### config.mk
export PLATFORM = sky130hd
export DESIGN_NAME = prqs_thread_mem
export DESIGN_NICKNAME = d
export VERILOG_FILES = /design/src/rtl/prqs_pkg.sv /design/src/rtl/prqs_thread_mem.sv
export SDC_FILE = /design/constraint.sdc
export NUM_CORES = 1
export LEC_CHECK = 0
export BUFFER_PORTS_ARGS = -buffer_cell sky130_fd_sc_hd__buf_2
export CELL_PAD_IN_SITES_DETAIL_PLACEMENT = 1
export CELL_PAD_IN_SITES_GLOBAL_PLACEMENT = 2
export CORE_MARGIN = 2
export CORE_UTILIZATION = 50
export DETAILED_ROUTE_END_ITERATION = 16
export GPL_TIMING_DRIVEN = 0
export PLACE_DENSITY_LB_ADDON = 0.1
export SLEW_MARGIN = 15
export SYNTH_ARGS = -nofsm -noshare
export SYNTH_HDL_FRONTEND = slang
export SYNTH_SLANG_ARGS = --single-unit
### constraint.sdc
create_clock -name clk -period 9.99 [get_ports clk]
set_input_delay 0.4995 -clock clk [delete_from_list [all_inputs] [get_ports clk]]
set_output_delay 0.4995 -clock clk [all_outputs]
set_load 0.03 [all_outputs]
### src/rtl/prqs_pkg.sv
// Package: shared types and constants of the policy ready queue scheduler.
`timescale 1ns / 1ps
package prqs_pkg;

	localparam int QUEUE_DEPTH_DEF = 64;
	localparam int NUM_THREADS_DEF = 16;
	localparam int TOT_W = 48;

	typedef enum logic [1:0] {
		POL_FCFS     = 2'd0,
		POL_SJF      = 2'd1,
		POL_PRIO     = 2'd2,
		POL_VRUNTIME = 2'd3
	} policy_e;

	typedef enum logic [1:0] {
		ST_INSERTED   = 2'd0,
		ST_DISPATCHED = 2'd1,
		ST_EMPTY      = 2'd2,
		ST_FULL       = 2'd3
	} status_e;

	typedef enum logic {
		KIND_INSERT   = 1'b0,
		KIND_RETRIEVE = 1'b1
	} kind_e;

	typedef enum logic [2:0] {
		S_IDLE,
		S_FIND,
		S_SCAN,
		S_UPD_RD,
		S_UPD_WR,
		S_OUT
	} state_e;

	typedef struct packed {
		logic        kind;
		logic [3:0]  thread_id;
		logic [15:0] burst_number;
		logic [15:0] burst_length;
		logic [31:0] timestamp;
	} in_t;

	typedef struct packed {
		logic [1:0]       status;
		logic [3:0]       picked_thread;
		logic [15:0]      picked_burst_number;
		logic [15:0]      picked_burst_length;
		logic [31:0]      waiting_time;
		logic [TOT_W-1:0] thread_wait_sum;
		logic [6:0]       queue_count;
	} out_t;

	typedef struct packed {
		logic [3:0]  thread;
		logic [15:0] bnum;
		logic [15:0] blen;
		logic [31:0] created;
		logic [31:0] seq;
	} slot_t;

	typedef struct packed {
		logic [TOT_W-1:0] vr;
		logic [TOT_W-1:0] wt;
	} tot_t;

endpackage

### src/rtl/prqs_thread_mem.sv
// Thread table: per-thread vruntime and wait total, one write and one registered read port.
`timescale 1ns / 1ps
module prqs_thread_mem #(
	parameter int DEPTH = prqs_pkg::NUM_THREADS_DEF,
	parameter int AW = (DEPTH > 1) ? $clog2(DEPTH) : 1
) (
	input  logic           clk,
	input  logic           we,
	input  logic [AW-1:0]  waddr,
	input  prqs_pkg::tot_t wdata,
	input  logic [AW-1:0]  raddr,
	output prqs_pkg::tot_t rdata
);
	import prqs_pkg::*;

	tot_t mem [DEPTH];

	always_ff @(posedge clk) begin
		if (we) begin
			mem[waddr] <= wdata;
		end
		rdata <= mem[raddr];
	end

endmodule

Word level (Yosys, flattened, before mapping) --
Memories as Yosys holds them, arrays and structs flattened. A register that Yosys moved wholly into a read port is not among the register bits. Index checks and enable logic that the tools add are counted.
Word-level totals: bits in registers 0, latch bits 0, memory bits (writable) 1536, memory bits (read-only) 0, bits of input ports 106, logic and storage cells 3, memories 1
Memory list:
- mem | words 16, bits a word 96, read ports 1, clocked after memory_dff 1, write ports 1, RTL line prqs_thread_mem.sv:16 | tot_t mem [DEPTH];
Cells by class: add/sub/neg operators 0, multipliers 0, divide/modulo/power cells 0, order comparisons 0, eq/ne operators 0, shifts and indexed selects 0, mux-type cells 2, bitwise operators 0, reduce and logical (&&, ||, !) cells 0
Operator list (number):
- two-way mux 1 bit | 2

Logic depth before layout (Yosys ltp) --
Gate-level depths: netlist of run 1.
depth in word-level cells 2, mapped depth 6, mapped depth without buffers 3

Worst setup path before layout of run 1 --
No wires, ideal clock.
path kind input to register, start point input port waddr[2], end point memory mem[0][0] (netlist bit) (enable), library setup time 670 ps, arrival 7508 ps, setup slack 1813 ps, stages on the path 2, buffers on the path 0, path through or3b_2 nor3_1
RTL lines:
- from (decl) | RTL line prqs_thread_mem.sv:9 | input logic [AW-1:0] waddr,
- to (decl) | RTL line prqs_thread_mem.sv:16
Straight into the memory's write port.

Worst setup path after layout of run 1 --
start point input port waddr[2], end point memory mem[0][34] (netlist bit) (enable)
Straight into the memory's write port.

==> summary.txt, run 1 <==
Critical path
  • Crit path capture type: register
  • Flop-to-flop setup slack: 8560 ps
  • Worst endpoint required time: about 10000 ps
  • Arrival time of the worst setup path: 3070 ps
  • Worst Setup Path Type: in2reg
  • Reg-to-Reg Start: mem[11][18]
  • CP startpoint kind: primary input
  • Worst flop-to-flop path endpoint: rdata[18]
  • Sequence of cells on the critical path: buf_2 -> or3b_2 -> nor3_2 -> buf_4 -> buf_4 -> buf_4 -> buf_6 -> buf_4
  • Critical path's slowest cell: nor3_2
  • Critical Path Max Stage Delay: roughly 670 ps
  • Reg2reg path depth: 3
  • Crit-path max FO: 9
  • Critical Path Most Common Cell: buf_4

Power
  • LEAKAGE: roughly 23 nW
  • Power per cell area: 208 nW/um^2
  • Power Total: between 10 and 15 mW
  • Max VDD drop: between 0.00015 and 0.0002 V

Detailed routing
  • DR vias/cell: 6.05
  • Remaining DRCs: 0
  • Via count: ~28k
  • Final wirelength: between 100000 and 150000 um
  • Avg WL per Cell: between 30 and 40 um
  • Post-route ant nets: 0
  • Number of DRC markers in iteration 0: 2890
  • DR pass1 iterations: 6

Synth
  • Ranking of synthesized cells by area: edfxtp_1 (78%), mux4_2 (15%), dfxtp_1 (3.2%)
  • Sequential fraction of the synthesis area: 0.809
  • Top FF cell, synth: edfxtp_1
  • Distinct cell type count after synthesis: 18
  • Synth async-reset ratio: 0
  • #FFs+latches synth: between 1.5k and 2k
  • Synthesized area: between 50000 and 60000 um^2
  • EDFF count, synth: approximately 1.5k
  • Total number of yosys warnings: 0
  • Top cell type's share of synthesized area: 0.777
  • Gate Count Post-Synth: 2460
  • Syn Area/Cell: approximately 24 um^2
  • Synth area leader: edfxtp_1
  • Syn Nets: approximately 2.6k
  • Most common cell in the netlist: edfxtp_1
  • Most frequent cells after synthesis: edfxtp_1 (1536), mux4_2 (384), a22oi_1 (192)

Clock tree
  • CTS Buffer Depth: 3
  • Hold Buf Count CTS: 0
  • CTS resizes: 0
  • H-tree depth: 4
  • Cts bufs inserted: about 160
  • Worst-Skew Late Latency: 750 ps
  • Root buf cell: clkbuf_16
  • Clock-pin slew on the worst setup and hold paths: roughly 60 ps
  • Clock sinks: 1632
  • Setup bufs post-CTS: 0
  • CTS tree: done

Timing
  • RSZ-0062 raised after global routing: false
  • Slew headroom: 0.309
  • Clock skew: slightly above 20 ps
  • Max Slew Vio Count: 0
  • Final min period: 2610 ps
  • Final setup viols: 0
  • Worst slew pin tran: 1040 ps
  • Hold_ws: 112 ps
  • Period utilization: 0.262
  • Fmax: between 300 and 400 MHz
  • Hold Fails Final Rpt: 0

Hold path
  • Hold Crit Class: in2reg
  • Worst hold path stage count: 1
  • Hold endpoint: mem[6][12]
  • Hold path startpoint: wdata[12]

Placement
  • Placed cells: approximately 4.3k
  • Placed cell areas: about 65000 um^2
  • IO Port Bufs: 199
  • HPWL after DPL: 93400 um
  • Placer's final routability congestion estimate: just over 0.7

Finish
  • Final cell count without fillers: ~4.6k
  • Share of layout cells above drive strength 1: 0.331
  • Synthesis-to-layout area growth: 17.7%
  • Fillers: roughly 9.7k
  • Layout net count: around 3.1k
  • Final non-filler cell area: around 70000 um^2

Global route
  • Total track usage: 0.246
  • Grt ovf: 0
  • Pin count of the biggest net entering global routing: 22
  • Initial antenna violation count: 25
  • First-pass GRT wire length: roughly 210000 um
  • Vias in the first global route: slightly above 30k

Die
  • Io pins: roughly 200
  • CORE AREA: 118000 um^2
  • Die ar.: about 120000 um^2
  • Starting Density: 0.503
  • Row count: around 130
  • Height of the chip: 349 um
  • Die width: 349 um

Outcome
  • Outcome: completed

Job
  • Max-cap violations: 0
worst max-delay path, delay by kind of cell:
family	cells	cell delay, ps
buffers and inverters	6	1280
and+or+nand+nor	2	1260
power breakdown:
part | internal [mW] | total [mW] | switching, mW | leakage (nW)
Combinational | 0.298 | 0.809 | 0.511 | 5.45
Sequential | 7.65 | 7.71 | 0.0527 | 14.7
Clock | 3.51 | 6.00 | 2.49 | 2.62
Total | 11.5 | 14.5 | 3.06 | 22.8
area by class of cell:
class,count,area [um^2],area share
buffer,129,727,0.0104
multi-input combinational,699,10700,0.153
clock inverter,68,503,0.00720
clock buffer,235,4790,0.0686
antenna,5,12.5,0.000179
tap,1536,1920,0.0275
timing repair buffer,333,3150,0.0451
sequential,1632,48000,0.688
state kept, by name, indices dropped and copies added (netlist names):
register	cells
mem	1536
rdata	96
metal layers:
metal  vias up  GRT usage  part of all wire
met5         -          0            0.0011
met4        26     0.0597             0.020
met3       232     0.0446             0.067
met2      1067      0.391              0.48
met1     15200      0.358              0.43
li1      11600          -                 -
worst max path at each step:
| stage | startpoint | to | slack [ps] |
|---|---|---|---|
| 6_report | waddr[2] | mem[0][34] | 7380 |
| 5_1_grt | waddr[2] | mem[0][32] | 7310 |
| 4_1_cts | waddr[2] | mem[0][32] | 7400 |
| 3_5_place_dp | waddr[2] | mem[0][31] | 6590 |
| 3_3_place_gp | waddr[2] | mem[0][31] | -7360 |
| 2_1_floorplan | waddr[2] | mem[0][0] | 1810 |
layout by cell type, fill, tap and decap left out, drive strengths merged, types with 4 or more instances in the layout:
master and instances:
a22oi 192, buf 416, bufinv 7, clkbuf 281, clkinv 57, dfxtp 96, diode 5, edfxtp 1536
mux4 384, nand2 97, nor2 13, nor3 4
per-stage QoR:
stage	utilization	setup TNS (ps)	setup WS, ps
floorplan	-	0	1810
global placement	0.528	-3736830	-7360
detailed placement	0.547	0	6590
CTS	0.592	0	7400
global route	0.592	0	7310
finish	0.592	0	7380
cell families after synthesis:
group,after synthesis,synth area share
DFF,1632,0.809
muxes,384,0.146
AOI/OAI and AO/OA,192,0.0243
buffers and inverters,129,0.0122
and+or+nand+nor,123,0.00831
(Power assumes the default switching activity.)
==> run 2, diff against run 1 <==
==> constraint.sdc (replaced) <==
create_clock -name clk -period 2.5 [get_ports clk]
set_input_delay 0.125 -clock clk [delete_from_list [all_inputs] [get_ports clk]]
set_output_delay 0.125 -clock clk [all_outputs]
set_load 0.03 [all_outputs]
==> summary.txt, run 2 (synthesized netlist as in run 1, its figures left out) <==
Critical path
  • Reg-to-Reg Start: mem[11][87]
  • Reg2reg path depth: 3
  • Sequence of cells on the critical path: dlygate4sd3_1 -> buf_2 -> or3b_4 -> nor3_4 -> buf_8 -> buf_16 -> buf_8 -> buf_8
  • Crit-path max FO: 11
  • Flop-to-flop setup slack: 1070 ps
  • Critical Path Max Stage Delay: ~600 ps
  • Critical path's slowest cell: nor3_4
  • Arrival time of the worst setup path: approximately 2800 ps
  • Worst Setup Path Type: in2reg
  • Crit path capture type: register
  • CP startpoint kind: primary input
  • Critical Path Most Common Cell: buf_8
  • Worst endpoint required time: around 3000 ps
  • Worst flop-to-flop path endpoint: rdata[87]

Power
  • Power Total: about 58 mW
  • Power per cell area: between 800 and 900 nW/um^2
  • LEAKAGE: 23.0 nW
  • Clock share of power: 0.410
  • Sw Ratio: 0.215
  • Max VDD drop: 0.000727 V
  • P_sw: about 12 mW
  • Flop pwr share: 0.531
  • Int Pwr: 45.5 mW
  • Gate power share: 0.059

Die
  • Die width: 349 um
  • Io pins: between 200 and 250
  • CORE AREA: around 120000 um^2
  • Die ar.: 121000 um^2
  • Row count: ~130
  • Height of the chip: 349 um
  • Starting Density: 0.503

Clock tree
  • H-tree depth: 4
  • Cts bufs inserted: between 150 and 200
  • Worst-Skew Late Latency: 780 ps
  • Setup bufs post-CTS: 0
  • CTS Buffer Depth: 3
  • Clock-pin slew on the worst setup and hold paths: roughly 50 ps
  • CTS tree: done
  • Root buf cell: clkbuf_16
  • Clock sinks: approximately 1.6k
  • Hold Buf Count CTS: approximately 100
  • CTS resizes: 0

Placement
  • Post-place setup slack: -477 ps
  • IO Port Bufs: just under 200
  • HPWL after DPL: between 90000 and 100000 um
  • Placer's final routability congestion estimate: between 0.7 and 0.8

Finish
  • Most common cell after layout, fill and taps aside: edfxtp_1
  • Fillers: 9651
  • Register with the most flip-flops: mem
  • Synthesis-to-layout area growth: 19.3%
  • Largest registers: mem (1536), rdata (96)
  • Max reg flops: 1536
  • Most frequent cells in the layout: edfxtp_1 (1536), mux4_2 (384), buf_2 (210), a22oi_1 (192), clkbuf_16 (168)
  • Layout net count: ~3.1k
  • Share of layout cells above drive strength 1: 0.310

Hold path
  • Hold Crit Class: in2reg
  • Hold path startpoint: raddr[0]
  • Hold endpoint: rdata[2]
  • Worst hold path stage count: 5

Timing
  • Slew headroom: 0.302
  • Hold Fails Final Rpt: 0
  • PnR worst setup slack: approximately 170 ps
  • Max Slew Vio Count: 0
  • Final setup viols: 0
  • Fmax: between 400 and 500 MHz
  • Hold_ws: 147 ps
  • Clock skew: 15.9 ps
  • Period utilization: 0.931
  • Worst slew pin tran: around 1000 ps
  • RSZ-0062 raised after global routing: false
  • Final min period: 2330 ps

Global route
  • Vias in the first global route: approximately 31k
  • Total track usage: 0.251
  • First-pass GRT wire length: 218000 um
  • Initial antenna violation count: 8
  • Pin count of the biggest net entering global routing: 21
  • Grt ovf: 0

Detailed routing
  • Via count: approximately 28k
  • DR pass1 iterations: 5
  • Remaining DRCs: 0
  • Final wirelength: roughly 150000 um
  • DR vias/cell: 5.99
  • Avg WL per Cell: approximately 32 um
  • Number of DRC markers in iteration 0: about 3.0k
  • Post-route ant nets: 0

Outcome
  • Outcome: completed

Job
  • Max-cap violations: 0
[run 2: cell types whose count changed in the layout (fill, tap and decap cells not counted), moves of 5 or more]
cell	previous run	this run
clkbuf_16	173	168
clkbuf_1	85	93
buf_12	45	50
buf_8	0	34
buf_4	69	19
clkinv_2	33	25
dlygate4sd3_1	0	102
clkinv_1	23	34
clkbuf_8	23	10
buf_6	33	22
inv_6	2	9
[run 2: worst max path at each step]
stage / from / end / slack, ps
CTS: waddr[2] / mem[0][56] / 200
detailed placement: raddr[2] / rdata[81] / -480
floorplan: waddr[2] / mem[10][0] / -890
global placement: waddr[0] / mem[6][60] / -4500
global route: waddr[2] / mem[0][56] / 140
finish: waddr[2] / mem[0][56] / 170
[run 2: final cells by class]
cell class              instances  area (um^2)  share of cell area
plain buffers                 129          727              0.0103
multi-input cells             699        10700               0.152
flip-flops and latches       1632        48000               0.678
well taps                    1536         1920              0.0271
repair buffers                411         4230              0.0597
clock inverters                80          646             0.00912
diodes                          2         5.00           0.0000707
clock buffers                 225         4520              0.0638
[run 2: worst max-delay path, delay by kind of cell]
family                 cells  cell delay (ps)
buffers and inverters      6             1530
and+or+nand+nor            2             1080
[run 2: power groups by stage]
stage	logic [mW]	registers (mW)	clock network [mW]
2_1_floorplan	1.47	31.7	0
3_3_place_gp	3.06	31.4	0
3_5_place_dp	3.30	31.4	0
4_1_cts	3.45	30.8	24.1
5_1_grt	3.62	30.8	25.1
6_report	3.39	30.8	23.8
[run 2: per-stage QoR]
stage,setup TNS [ps],std cells,instance area (um^2),util
5_1_grt,0,4714,70800,0.601
4_1_cts,0,4712,70800,0.601
2_1_floorplan,-999240,2460,59500,-
3_5_place_dp,-14240,4305,64600,0.548
3_3_place_gp,-5898390,4195,62400,0.529
6_report,0,4714,70800,0.601
[run 2: per-layer routing]
metal,up-vias,routed length [um],GRT usage
met4,12,2670,0.0605
met2,940,75000,0.417
li1,11700,-,-
met3,210,8820,0.0454
met1,15300,62400,0.350
met5,-,69,0
